### config.mk
export PLATFORM = sky130hd
export DESIGN_NAME = taylor_sine_cosine
export DESIGN_NICKNAME = d
export VERILOG_FILES = /design/src/tsc_pkg.sv /design/src/tsc_cell.sv /design/src/tsc_digit.sv /design/src/taylor_sine_cosine.sv
export SDC_FILE = /design/constraint.sdc
export NUM_CORES = 2
export LEC_CHECK = 0
export ABC_CLOCK_PERIOD_IN_PS = 24100
export BUFFER_PORTS_ARGS = -buffer_cell sky130_fd_sc_hd__buf_4
export CORE_MARGIN = 2
export CORE_UTILIZATION = 60
export CTS_CLUSTER_SIZE = 14
export DETAILED_ROUTE_END_ITERATION = 10
export PLACE_DENSITY = 0.77
export SETUP_SLACK_MARGIN = 0.3
export SLEW_MARGIN = 20
export SYNTH_ARGS = -nofsm -noshare
export SYNTH_HDL_FRONTEND = slang
export SYNTH_HIERARCHICAL = 1
export SYNTH_SLANG_ARGS = --single-unit
### constraint.sdc
create_clock -name i_clk -period 24.1 [get_ports i_clk]
set_input_delay 1.205 -clock i_clk [delete_from_list [all_inputs] [get_ports i_clk]]
set_output_delay 1.205 -clock i_clk [all_outputs]
set_load 0.03 [all_outputs]
### src/tsc_pkg.sv
`default_nettype none
package tsc_pkg;

    // Sequencer states
    typedef enum logic [3:0] {
        S_IDLE,
        S_ANGLE,
        S_ACC,
        S_MUL_LO,
        S_MUL_HI,
        S_LOAD,
        S_DIV,
        S_ABS,
        S_ROUND
    } t_state;

    // Commands
    localparam logic CMD_SINE   = 1'b0;
    localparam logic CMD_COSINE = 1'b1;

    // Term word: a chain of hex digit cells
    localparam int DIG_W = 4;
    localparam int NDIG  = 10;
    localparam int TW    = DIG_W * NDIG;
    localparam int CNT_W = 4;

    // Shared multiplier operand widths and accumulator width
    localparam int MA_W = TW / 2;
    localparam int MB_W = 27;
    localparam int MP_W = MA_W + MB_W;
    localparam int AW   = 64;

    // Sum, angle and config widths
    localparam int SW   = 42;
    localparam int AA_W = 16;
    localparam int CFG_W = 5;

    localparam logic [MB_W-1:0] DEG2RAD     = 27'd74961321;
    localparam logic signed [16:0] ANGLE_LIMIT = 17'sd46080;
    localparam logic [TW-1:0]   ONE_Q30     = TW'(64'h4000_0000);
    localparam logic [CFG_W-1:0] TERM_RESET = 5'd8;

endpackage
`default_nettype wire

### src/tsc_cell.sv
`default_nettype none
module tsc_cell (
    input  wire logic                    i_clk,
    input  wire logic                    i_load,
    input  wire logic                    i_shift,
    input  wire logic [tsc_pkg::DIG_W-1:0] i_load_digit,
    input  wire logic [tsc_pkg::DIG_W-1:0] i_prev_digit,
    output logic      [tsc_pkg::DIG_W-1:0] o_digit
);

    logic [tsc_pkg::DIG_W-1:0] r_digit;

    // Load a fresh digit or take the neighbor's digit
    always_ff @(posedge i_clk) begin
        if (i_load) begin
            r_digit <= i_load_digit;
        end else if (i_shift) begin
            r_digit <= i_prev_digit;
        end
    end

    assign o_digit = r_digit;

endmodule
`default_nettype wire

### src/tsc_digit.sv
`default_nettype none
module tsc_digit #(
    parameter int KW = 6
) (
    input  wire logic [KW-1:0]               i_rem,
    input  wire logic [tsc_pkg::DIG_W-1:0]   i_digit,
    input  wire logic [KW-1:0]               i_div,
    output logic      [KW-1:0]               o_rem,
    output logic      [tsc_pkg::DIG_W-1:0]   o_quot
);

    // Four restoring division steps, one dividend bit each
    always_comb begin
        logic [KW:0] v_r;
        v_r = {1'b0, i_rem};
        o_quot = '0;
        for (int b = tsc_pkg::DIG_W - 1; b >= 0; b--) begin
            v_r = {v_r[KW-1:0], i_digit[b]};
            if (v_r >= {1'b0, i_div}) begin
                v_r = v_r - {1'b0, i_div};
                o_quot[b] = 1'b1;
            end
        end
        o_rem = v_r[KW-1:0];
    end

endmodule
`default_nettype wire

### src/taylor_sine_cosine.sv
// Channel   | Direction | Request moves
// s_axis    | in        | tuser[0] command, tdata[16:0] angle_deg
// m_axis    | out       | tdata[31:0] value, tuser[0] saturated
// cfg       | in        | i_cfg_data[4:0] term_count
//
// One item at a time; terms run up to order K, the highest order (2n-1 sine,
// 2n-2 cosine, n the clamped term count). Each order costs two shared
// multiplier passes, a load and ten digit steps through the divider chain.
// Reset (synchronous, active low) sets term_count to 8 and empties the output.
// A result waiting on m_axis does not block the next request on s_axis.
`default_nettype none
module taylor_sine_cosine #(
    parameter int MAX_TERMS = 16
) (
    input  wire logic        i_clk,
    input  wire logic        i_rst_n,
    input  wire logic        s_axis_tvalid,
    output logic             s_axis_tready,
    input  wire logic [23:0] s_axis_tdata,   // [16:0] angle_deg
    input  wire logic [0:0]  s_axis_tuser,   // [0] command
    output logic             m_axis_tvalid,
    input  wire logic        m_axis_tready,
    output logic [31:0]      m_axis_tdata,   // [31:0] value
    output logic [0:0]       m_axis_tuser,   // [0] saturated
    input  wire logic        i_cfg_valid,
    output logic             o_cfg_ready,
    input  wire logic [tsc_pkg::CFG_W-1:0] i_cfg_data
);

    localparam int KW = $clog2(2 * MAX_TERMS);

    tsc_pkg::t_state r_state, n_state;
    logic [tsc_pkg::CFG_W-1:0] r_term;
    logic                  r_cmd, n_cmd;
    logic                  r_xneg, n_xneg;
    logic                  r_empty, n_empty;
    logic [tsc_pkg::AA_W-1:0] r_aa, n_aa;
    logic [tsc_pkg::MB_W-1:0] r_ax, n_ax;
    logic [KW-1:0]         r_order, n_order;
    logic [KW-1:0]         r_kmax, n_kmax;
    logic [tsc_pkg::AW-1:0] r_acc, n_acc;
    logic [KW-1:0]         r_rem, n_rem;
    logic [tsc_pkg::CNT_W-1:0] r_cnt, n_cnt;
    logic signed [tsc_pkg::SW-1:0] r_sum, n_sum;
    logic [tsc_pkg::SW-1:0] r_smag, n_smag;
    logic                  r_sneg, n_sneg;
    logic                  r_out_valid, n_out_valid;
    logic [31:0]           r_value, n_value;
    logic                  r_sat, n_sat;

    logic [tsc_pkg::MA_W-1:0] w_mul_a;
    logic [tsc_pkg::MB_W-1:0] w_mul_b;
    logic [tsc_pkg::MP_W-1:0] w_mul_p;
    logic                  w_load, w_shift;
    logic [tsc_pkg::TW-1:0] w_load_word;
    logic [tsc_pkg::TW-1:0] w_t;
    logic [tsc_pkg::DIG_W-1:0] w_digit [tsc_pkg::NDIG];
    logic [tsc_pkg::DIG_W-1:0] w_qdig;
    logic [KW-1:0]         w_step_rem;

    // Shared multiplier: angle scaling, then the low and high halves of t*|x|
    always_comb begin
        case (r_state)
            tsc_pkg::S_ANGLE: begin
                w_mul_a = tsc_pkg::MA_W'(r_aa);
                w_mul_b = tsc_pkg::DEG2RAD;
            end
            tsc_pkg::S_MUL_HI: begin
                w_mul_a = w_t[tsc_pkg::TW-1:tsc_pkg::MA_W];
                w_mul_b = r_ax;
            end
            default: begin
                w_mul_a = w_t[tsc_pkg::MA_W-1:0];
                w_mul_b = r_ax;
            end
        endcase
    end
    assign w_mul_p = w_mul_a * w_mul_b;

    // Digit cell chain holding the term; shifts up one digit per divide step
    for (genvar g = 0; g < tsc_pkg::NDIG; g++) begin : g_cell
        tsc_cell u_cell (
            .i_clk        (i_clk),
            .i_load       (w_load),
            .i_shift      (w_shift),
            .i_load_digit (w_load_word[g*tsc_pkg::DIG_W +: tsc_pkg::DIG_W]),
            .i_prev_digit ((g == 0) ? w_qdig : w_digit[(g == 0) ? 0 : g-1]),
            .o_digit      (w_digit[g])
        );
        assign w_t[g*tsc_pkg::DIG_W +: tsc_pkg::DIG_W] = w_digit[g];
    end

    tsc_digit #(.KW(KW)) u_digit (
        .i_rem   (r_rem),
        .i_digit (w_digit[tsc_pkg::NDIG-1]),
        .i_div   (r_order),
        .o_rem   (w_step_rem),
        .o_quot  (w_qdig)
    );

    // Sequencer: next state and datapath updates
    always_comb begin
        logic signed [16:0] v_ang;
        logic [KW-1:0]      v_n;
        logic [KW:0]        v_k;
        logic [tsc_pkg::MP_W-1:0] v_ax;
        logic               v_neg;
        logic signed [tsc_pkg::SW-1:0] v_t;
        logic [tsc_pkg::SW:0] v_q;
        logic [32:0]        v_qc;
        logic [32:0]        v_res;

        n_state = r_state;
        n_cmd = r_cmd; n_xneg = r_xneg; n_empty = r_empty; n_aa = r_aa;
        n_ax = r_ax; n_order = r_order; n_kmax = r_kmax; n_acc = r_acc;
        n_rem = r_rem; n_cnt = r_cnt; n_sum = r_sum; n_smag = r_smag;
        n_sneg = r_sneg; n_value = r_value; n_sat = r_sat;
        n_out_valid = r_out_valid & ~m_axis_tready;
        w_load = 1'b0;
        w_shift = 1'b0;
        w_load_word = tsc_pkg::ONE_Q30;
        v_ang = $signed(s_axis_tdata[16:0]);
        v_n = '0;
        v_k = '0;
        v_ax = w_mul_p + tsc_pkg::MP_W'(1 << 14);
        v_neg = r_order[1] ^ (~r_cmd & r_xneg);
        v_t = $signed(tsc_pkg::SW'(w_t));
        v_q = ({1'b0, r_smag} + (tsc_pkg::SW+1)'(32)) >> 6;
        v_qc = '0;
        v_res = '0;

        case (r_state)
            tsc_pkg::S_IDLE: begin
                if (s_axis_tvalid) begin
                    // Clamp the angle and split off its sign
                    if (v_ang > tsc_pkg::ANGLE_LIMIT) v_ang = tsc_pkg::ANGLE_LIMIT;
                    if (v_ang < -tsc_pkg::ANGLE_LIMIT) v_ang = -tsc_pkg::ANGLE_LIMIT;
                    n_cmd = s_axis_tuser[0];
                    n_xneg = v_ang[16];
                    n_aa = v_ang[16] ? tsc_pkg::AA_W'(-v_ang) : tsc_pkg::AA_W'(v_ang);
                    if (32'(r_term) > 32'(MAX_TERMS)) v_n = KW'(MAX_TERMS);
                    else v_n = KW'(r_term);
                    n_empty = (v_n == '0);
                    v_k = {v_n, 1'b0} - ((s_axis_tuser[0] == tsc_pkg::CMD_COSINE)
                                         ? (KW+1)'(2) : (KW+1)'(1));
                    n_kmax = v_k[KW-1:0];
                    n_state = tsc_pkg::S_ANGLE;
                end
            end
            tsc_pkg::S_ANGLE: begin
                n_ax = v_ax[tsc_pkg::MB_W+14:15];
                n_order = '0;
                n_sum = '0;
                w_load = 1'b1;
                w_load_word = tsc_pkg::ONE_Q30;
                n_state = r_empty ? tsc_pkg::S_ABS : tsc_pkg::S_ACC;
            end
            tsc_pkg::S_ACC: begin
                // Add or subtract the term, by its sign, when its order belongs to the selected series
                if (r_order[0] != r_cmd) begin
                    n_sum = v_neg ? r_sum - v_t : r_sum + v_t;
                end
                if (r_order == r_kmax) begin
                    n_state = tsc_pkg::S_ABS;
                end else begin
                    n_order = r_order + KW'(1);
                    n_state = tsc_pkg::S_MUL_LO;
                end
            end
            tsc_pkg::S_MUL_LO: begin
                n_acc = tsc_pkg::AW'(w_mul_p) + tsc_pkg::AW'(1 << 23);
                n_state = tsc_pkg::S_MUL_HI;
            end
            tsc_pkg::S_MUL_HI: begin
                n_acc = r_acc + tsc_pkg::AW'({w_mul_p, {tsc_pkg::MA_W{1'b0}}});
                n_state = tsc_pkg::S_LOAD;
            end
            tsc_pkg::S_LOAD: begin
                // Round the product and pre-add half the divisor
                w_load = 1'b1;
                w_load_word = r_acc[tsc_pkg::AW-1:24] + tsc_pkg::TW'(r_order >> 1);
                n_rem = '0;
                n_cnt = '0;
                n_state = tsc_pkg::S_DIV;
            end
            tsc_pkg::S_DIV: begin
                w_shift = 1'b1;
                n_rem = w_step_rem;
                n_cnt = r_cnt + tsc_pkg::CNT_W'(1);
                if (r_cnt == tsc_pkg::CNT_W'(tsc_pkg::NDIG - 1)) n_state = tsc_pkg::S_ACC;
            end
            tsc_pkg::S_ABS: begin
                n_sneg = r_sum[tsc_pkg::SW-1];
                n_smag = r_sum[tsc_pkg::SW-1] ? tsc_pkg::SW'(-r_sum) : tsc_pkg::SW'(r_sum);
                n_state = tsc_pkg::S_ROUND;
            end
            tsc_pkg::S_ROUND: begin
                // Round to Q7.24, clamp, and hand off once the output is free
                if (!r_out_valid || m_axis_tready) begin
                    if (r_sneg && v_q > (tsc_pkg::SW+1)'(64'h8000_0000)) begin
                        v_qc = 33'h1_0000_0000 >> 1;
                        n_sat = 1'b1;
                    end else if (!r_sneg && v_q > (tsc_pkg::SW+1)'(64'h7FFF_FFFF)) begin
                        v_qc = 33'h0_7FFF_FFFF;
                        n_sat = 1'b1;
                    end else begin
                        v_qc = v_q[32:0];
                        n_sat = 1'b0;
                    end
                    v_res = r_sneg ? -v_qc : v_qc;
                    n_value = v_res[31:0];
                    n_out_valid = 1'b1;
                    n_state = tsc_pkg::S_IDLE;
                end
            end
            default: n_state = tsc_pkg::S_IDLE;
        endcase
    end

    // Control registers
    always_ff @(posedge i_clk) begin
        if (!i_rst_n) begin
            r_state <= tsc_pkg::S_IDLE;
            r_term <= tsc_pkg::TERM_RESET;
            r_out_valid <= 1'b0;
        end else begin
            r_state <= n_state;
            r_out_valid <= n_out_valid;
            if (i_cfg_valid) r_term <= i_cfg_data;
        end
    end

    // Datapath registers
    always_ff @(posedge i_clk) begin
        r_cmd <= n_cmd; r_xneg <= n_xneg; r_empty <= n_empty; r_aa <= n_aa;
        r_ax <= n_ax; r_order <= n_order; r_kmax <= n_kmax; r_acc <= n_acc;
        r_rem <= n_rem; r_cnt <= n_cnt; r_sum <= n_sum; r_smag <= n_smag;
        r_sneg <= n_sneg; r_value <= n_value; r_sat <= n_sat;
    end

    assign s_axis_tready = (r_state == tsc_pkg::S_IDLE);
    assign o_cfg_ready = 1'b1;
    assign m_axis_tvalid = r_out_valid;
    assign m_axis_tdata = r_value;
    assign m_axis_tuser = r_sat;

`ifndef SYNTHESIS
    a_div_nonzero: assert property (@(posedge i_clk) disable iff (!i_rst_n)
        (r_state == tsc_pkg::S_DIV) |-> (r_order != '0))
        else $error("divide step with zero divisor");
    a_div_count: assert property (@(posedge i_clk) disable iff (!i_rst_n)
        (r_state == tsc_pkg::S_DIV) |-> (r_cnt < tsc_pkg::CNT_W'(tsc_pkg::NDIG)))
        else $error("divide step count overrun");
    a_accept_start: assert property (@(posedge i_clk) disable iff (!i_rst_n)
        (s_axis_tvalid && s_axis_tready) |=> (r_state == tsc_pkg::S_ANGLE))
        else $error("accepted request did not start");
    a_sat_value: assert property (@(posedge i_clk) disable iff (!i_rst_n)
        (m_axis_tvalid && m_axis_tuser[0]) |->
        (m_axis_tdata == 32'h7FFF_FFFF || m_axis_tdata == 32'h8000_0000))
        else $error("saturated flag without clamped value");
    a_order_bound: assert property (@(posedge i_clk) disable iff (!i_rst_n)
        (r_state == tsc_pkg::S_MUL_LO) |-> (r_order <= r_kmax))
        else $error("order past last term");
`endif

endmodule
`default_nettype wire

==> impl_metrics.csv <==
group,metric,value,unit
critical_path,reg2reg_slack,10.53,ns
yosys,ys_types,91,
critical_path,crit_fanout,41,
yosys,synth_area,38700,µm²
timing,rsz0062_at_grt,"no",
placement,io_buffers,62,
global_route,antenna_found_initial,3,
critical_path,crit_type,"flip-flop to flip-flop",
yosys,synth_adder_area_share,32.4,%
critical_path,critPathArrivalTime,13.93,ns
critical_path,slowest_delay,0.86,ns
timing,setup_tns,0,ns
yosys,syn_inst,4398,
route,drt_first_pass_iters,6,
yosys,syn_area_per_cell,8.81,µm²
yosys,ys_ff_latch,272,
clock_tree,clk_latency,0.62,ns
global_route,grt_pass1_vias,31600,
timing,slew_headroom,21.1,%
critical_path,reg2reg_depth,41,
critical_path,cp.required,24.46,ns
timing,tightestPinTransition,1.18,ns
yosys,synth_nets,5164,
timing,fin_crit,13.57,ns
global_route,grt_max_degree,79,
yosys,yosys_warnings,6,
clock_tree,cts_max_level,1,
clock_tree,cts_sinks,272,
clock_tree,clockRootBuffer,"clkbuf_16",
hold_path,hold-path-cell-count,2,
clock_tree,postCtsResizedCells,0,
floorplan,core-area,64100,µm²
yosys,yosysSeqAreaShare,20.8,%
finish,nNetsFinal,5156,
critical_path,r2r-end,"r_acc[60]",
route,vias,32500,
timing,slew_viol_final,0,
critical_path,cp_slowest_cell,"a22o_1",
yosys,synthSimpleGateAreaFrac,18.2,%
hold_path,min-delay-start,"r_term[3]",
hold_path,hold_class,"flip-flop to flip-flop",
clock_tree,cts_buffers,31,
floorplan,placementRows,93,
yosys,synth_ff_type,"edfxtp_1",
yosys,synth_mux_area_share,1.56,%
yosys,synth_area_leaders,"fa_1, edfxtp_1, ha_1",
route,drtIter0Drc,3183,
yosys,async_flop_share,0,%
route,vias_per_cell,6.16,
route,ant_nets,0,
finish,syn_to_final_growth,6.69,%
floorplan,die_h,258,µm
clock_tree,clkSlewWorstSetupHoldPaths,0.06,ns
global_route,grt_use_total,33.9,%
clock_tree,cts_max_path_buffers,3,
finish,antenna_cells,0,
hold_path,holdPathEnd,"r_term[3]",
status,status,"finished, final reports clean",
yosys,synth-compound-area-share,12.3,%
yosys,synth_largest_area_cell,"fa_1",
critical_path,crit_top_cell,"fa_1",
global_route,grt_pass1_wl,176000,µm
timing,max_freq,73.7,MHz
critical_path,cp-startpoint,"r_state[1]",
timing,hold_viol_final,0,
floorplan,chipWidth,258,µm
global_route,grt_overflow_total,0,
critical_path,cp-start-kind,"flip-flop",
timing,period_share,56.3,%
clock_tree,cts_tree,"built",
timing,skew,0.0305,ns
job,max-cap-violations,0,
floorplan,io_pins,71,
placement,post-dp-hpwl,88300,µm
yosys,synth_top_family_by_area,"adder cells",
clock_tree,ctsHoldBuffers,0,
critical_path,crit_path_end_kind,"flip-flop",
route,drc,0,
critical_path,reg2reg_from,"r_state[1]",
yosys,synth_edf_count,262,
floorplan,initial_core_util,60.4,%
route,avgRoutedWirePerCell,21.2,µm
placement,finalWeightedCongestion,1.01,
yosys,yosys.area_share.xor_xnor,7.87,%
yosys,synth_top_cell_area_share,23.4,%
clock_tree,cts_setup_buffers,0,
route,routed_wl,112000,µm
finish,drive_gt1_share,6.39,%
floorplan,die_area,66600,µm²
timing,setup_viol,0,
-- layout by cell type, fill, tap and decap left out, drive strengths merged, types with 21 or more instances in the layout --
master / count
inv: 544
nand2: 535
nor2: 512
fa: 453
ha: 278
edfxtp: 262
xnor2: 213
a21oi: 207
o21ai: 171
xor2: 135
buf: 122
a21o: 83
nand3: 74
nor3: 73
nand2b: 55
and2: 50
mux2: 43
nand4: 42
nor2b: 35
clkbuf: 35
or3: 34
and3: 33
a31oi: 32
o31ai: 26
or2: 25
a22oi: 23
o21bai: 22
a211oi: 22
a22o: 21
nor4: 21
-- flip-flops by register name, summed over array words and instances, names as in the netlist --
| name | count |
|---|---|
| g_cell.u_cell/o_digit | 40 |
| m_axis_tdata | 32 |
| m_axis_tuser | 1 |
| m_axis_tvalid | 1 |
| r_aa | 16 |
| r_acc | 44 |
| r_ax | 27 |
| r_cmd | 1 |
| r_cnt | 4 |
| r_empty | 1 |
| r_kmax | 5 |
| r_order | 5 |
| r_rem | 5 |
| r_smag | 37 |
| r_sneg | 1 |
| r_state | 4 |
| r_sum | 42 |
| r_term | 5 |
| r_xneg | 1 |
-- Yosys cell counts, drive strengths merged (23+ instances only) --
master,n
or3,34
nand4,42
nor3,73
fa,453
ha,278
nor2,512
or2,25
edfxtp,262
xnor2,213
clkbuf,145
o21ai,171
and2,50
and3,33
nand3,74
a22oi,23
mux2,43
a31oi,32
o31ai,26
nand2b,55
nand2,535
inv,539
a21oi,207
xor2,135
a21o,83
nor2b,35
-- through the flow --
step | worst slack (ns) | hold slack, ns | util, % | cell area (µm²) | instances
6_report | 10.53 | 0.499 | 64.5 | 41300 | 5270
5_1_grt | 9.94 | 0.531 | 64.5 | 41300 | 5270
4_1_cts | 10.84 | 0.503 | 64.4 | 41300 | 5269
3_5_place_dp | 10.91 | 0.486 | 62.7 | 40200 | 5211
3_3_place_gp | 11.09 | 0.481 | 62.6 | 40100 | 5210
2_1_floorplan | 13.29 | 0.446 | - | 38700 | 4398
-- area by class of cell --
type	count	area [µm²]
multi-input cells	3423	28100
fillers	5380	22800
repair buffers	122	943
clock inverters	23	332
flip-flops and latches	272	8070
clock buffers	35	811
well taps	855	1070
inverters	540	2030
-- worst max path at each step --
| stage | endpoint | slack [ns] |
|---|---|---|
| final | r_acc[60] | 10.53 |
| after global routing | r_acc[58] | 9.94 |
| after global placement | r_acc[60] | 11.09 |
| after detailed placement | r_acc[58] | 10.91 |
| after CTS | r_acc[58] | 10.84 |
| after floorplan | r_acc[60] | 13.29 |
-- logic make-up after synthesis --
family	after synthesis
mux	55
fa+ha+maj	731
xor+xnor	348
other cells	1
flops	272
compound gates	744
buf+inv	703
simple gates	1544
-- critical path, delay by kind of cell, from the launching register on --
kind / cells / cell delay, ns
AOI/OAI and AO/OA: 13 / 4.32
and+or+nand+nor: 9 / 1.47
buffers and inverters: 8 / 1.53
adders and majority gates: 9 / 4.54
DFF: 1 / 0.50
xor gates and xnor gates: 2 / 0.88
-- metal layers --
| metal | wire length [µm] | global-route usage, % |
|---|---|---|
| met4 | 6240 | 15.1 |
| met1 | 44300 | 46.9 |
| met2 | 48700 | 51.7 |
| met5 | 50 | 0 |
| met3 | 12300 | 6.84 |
Power is left out: the tool's default activity adds up to more than one toggle a clock period on the data nets, which glitch-free logic cannot reach.
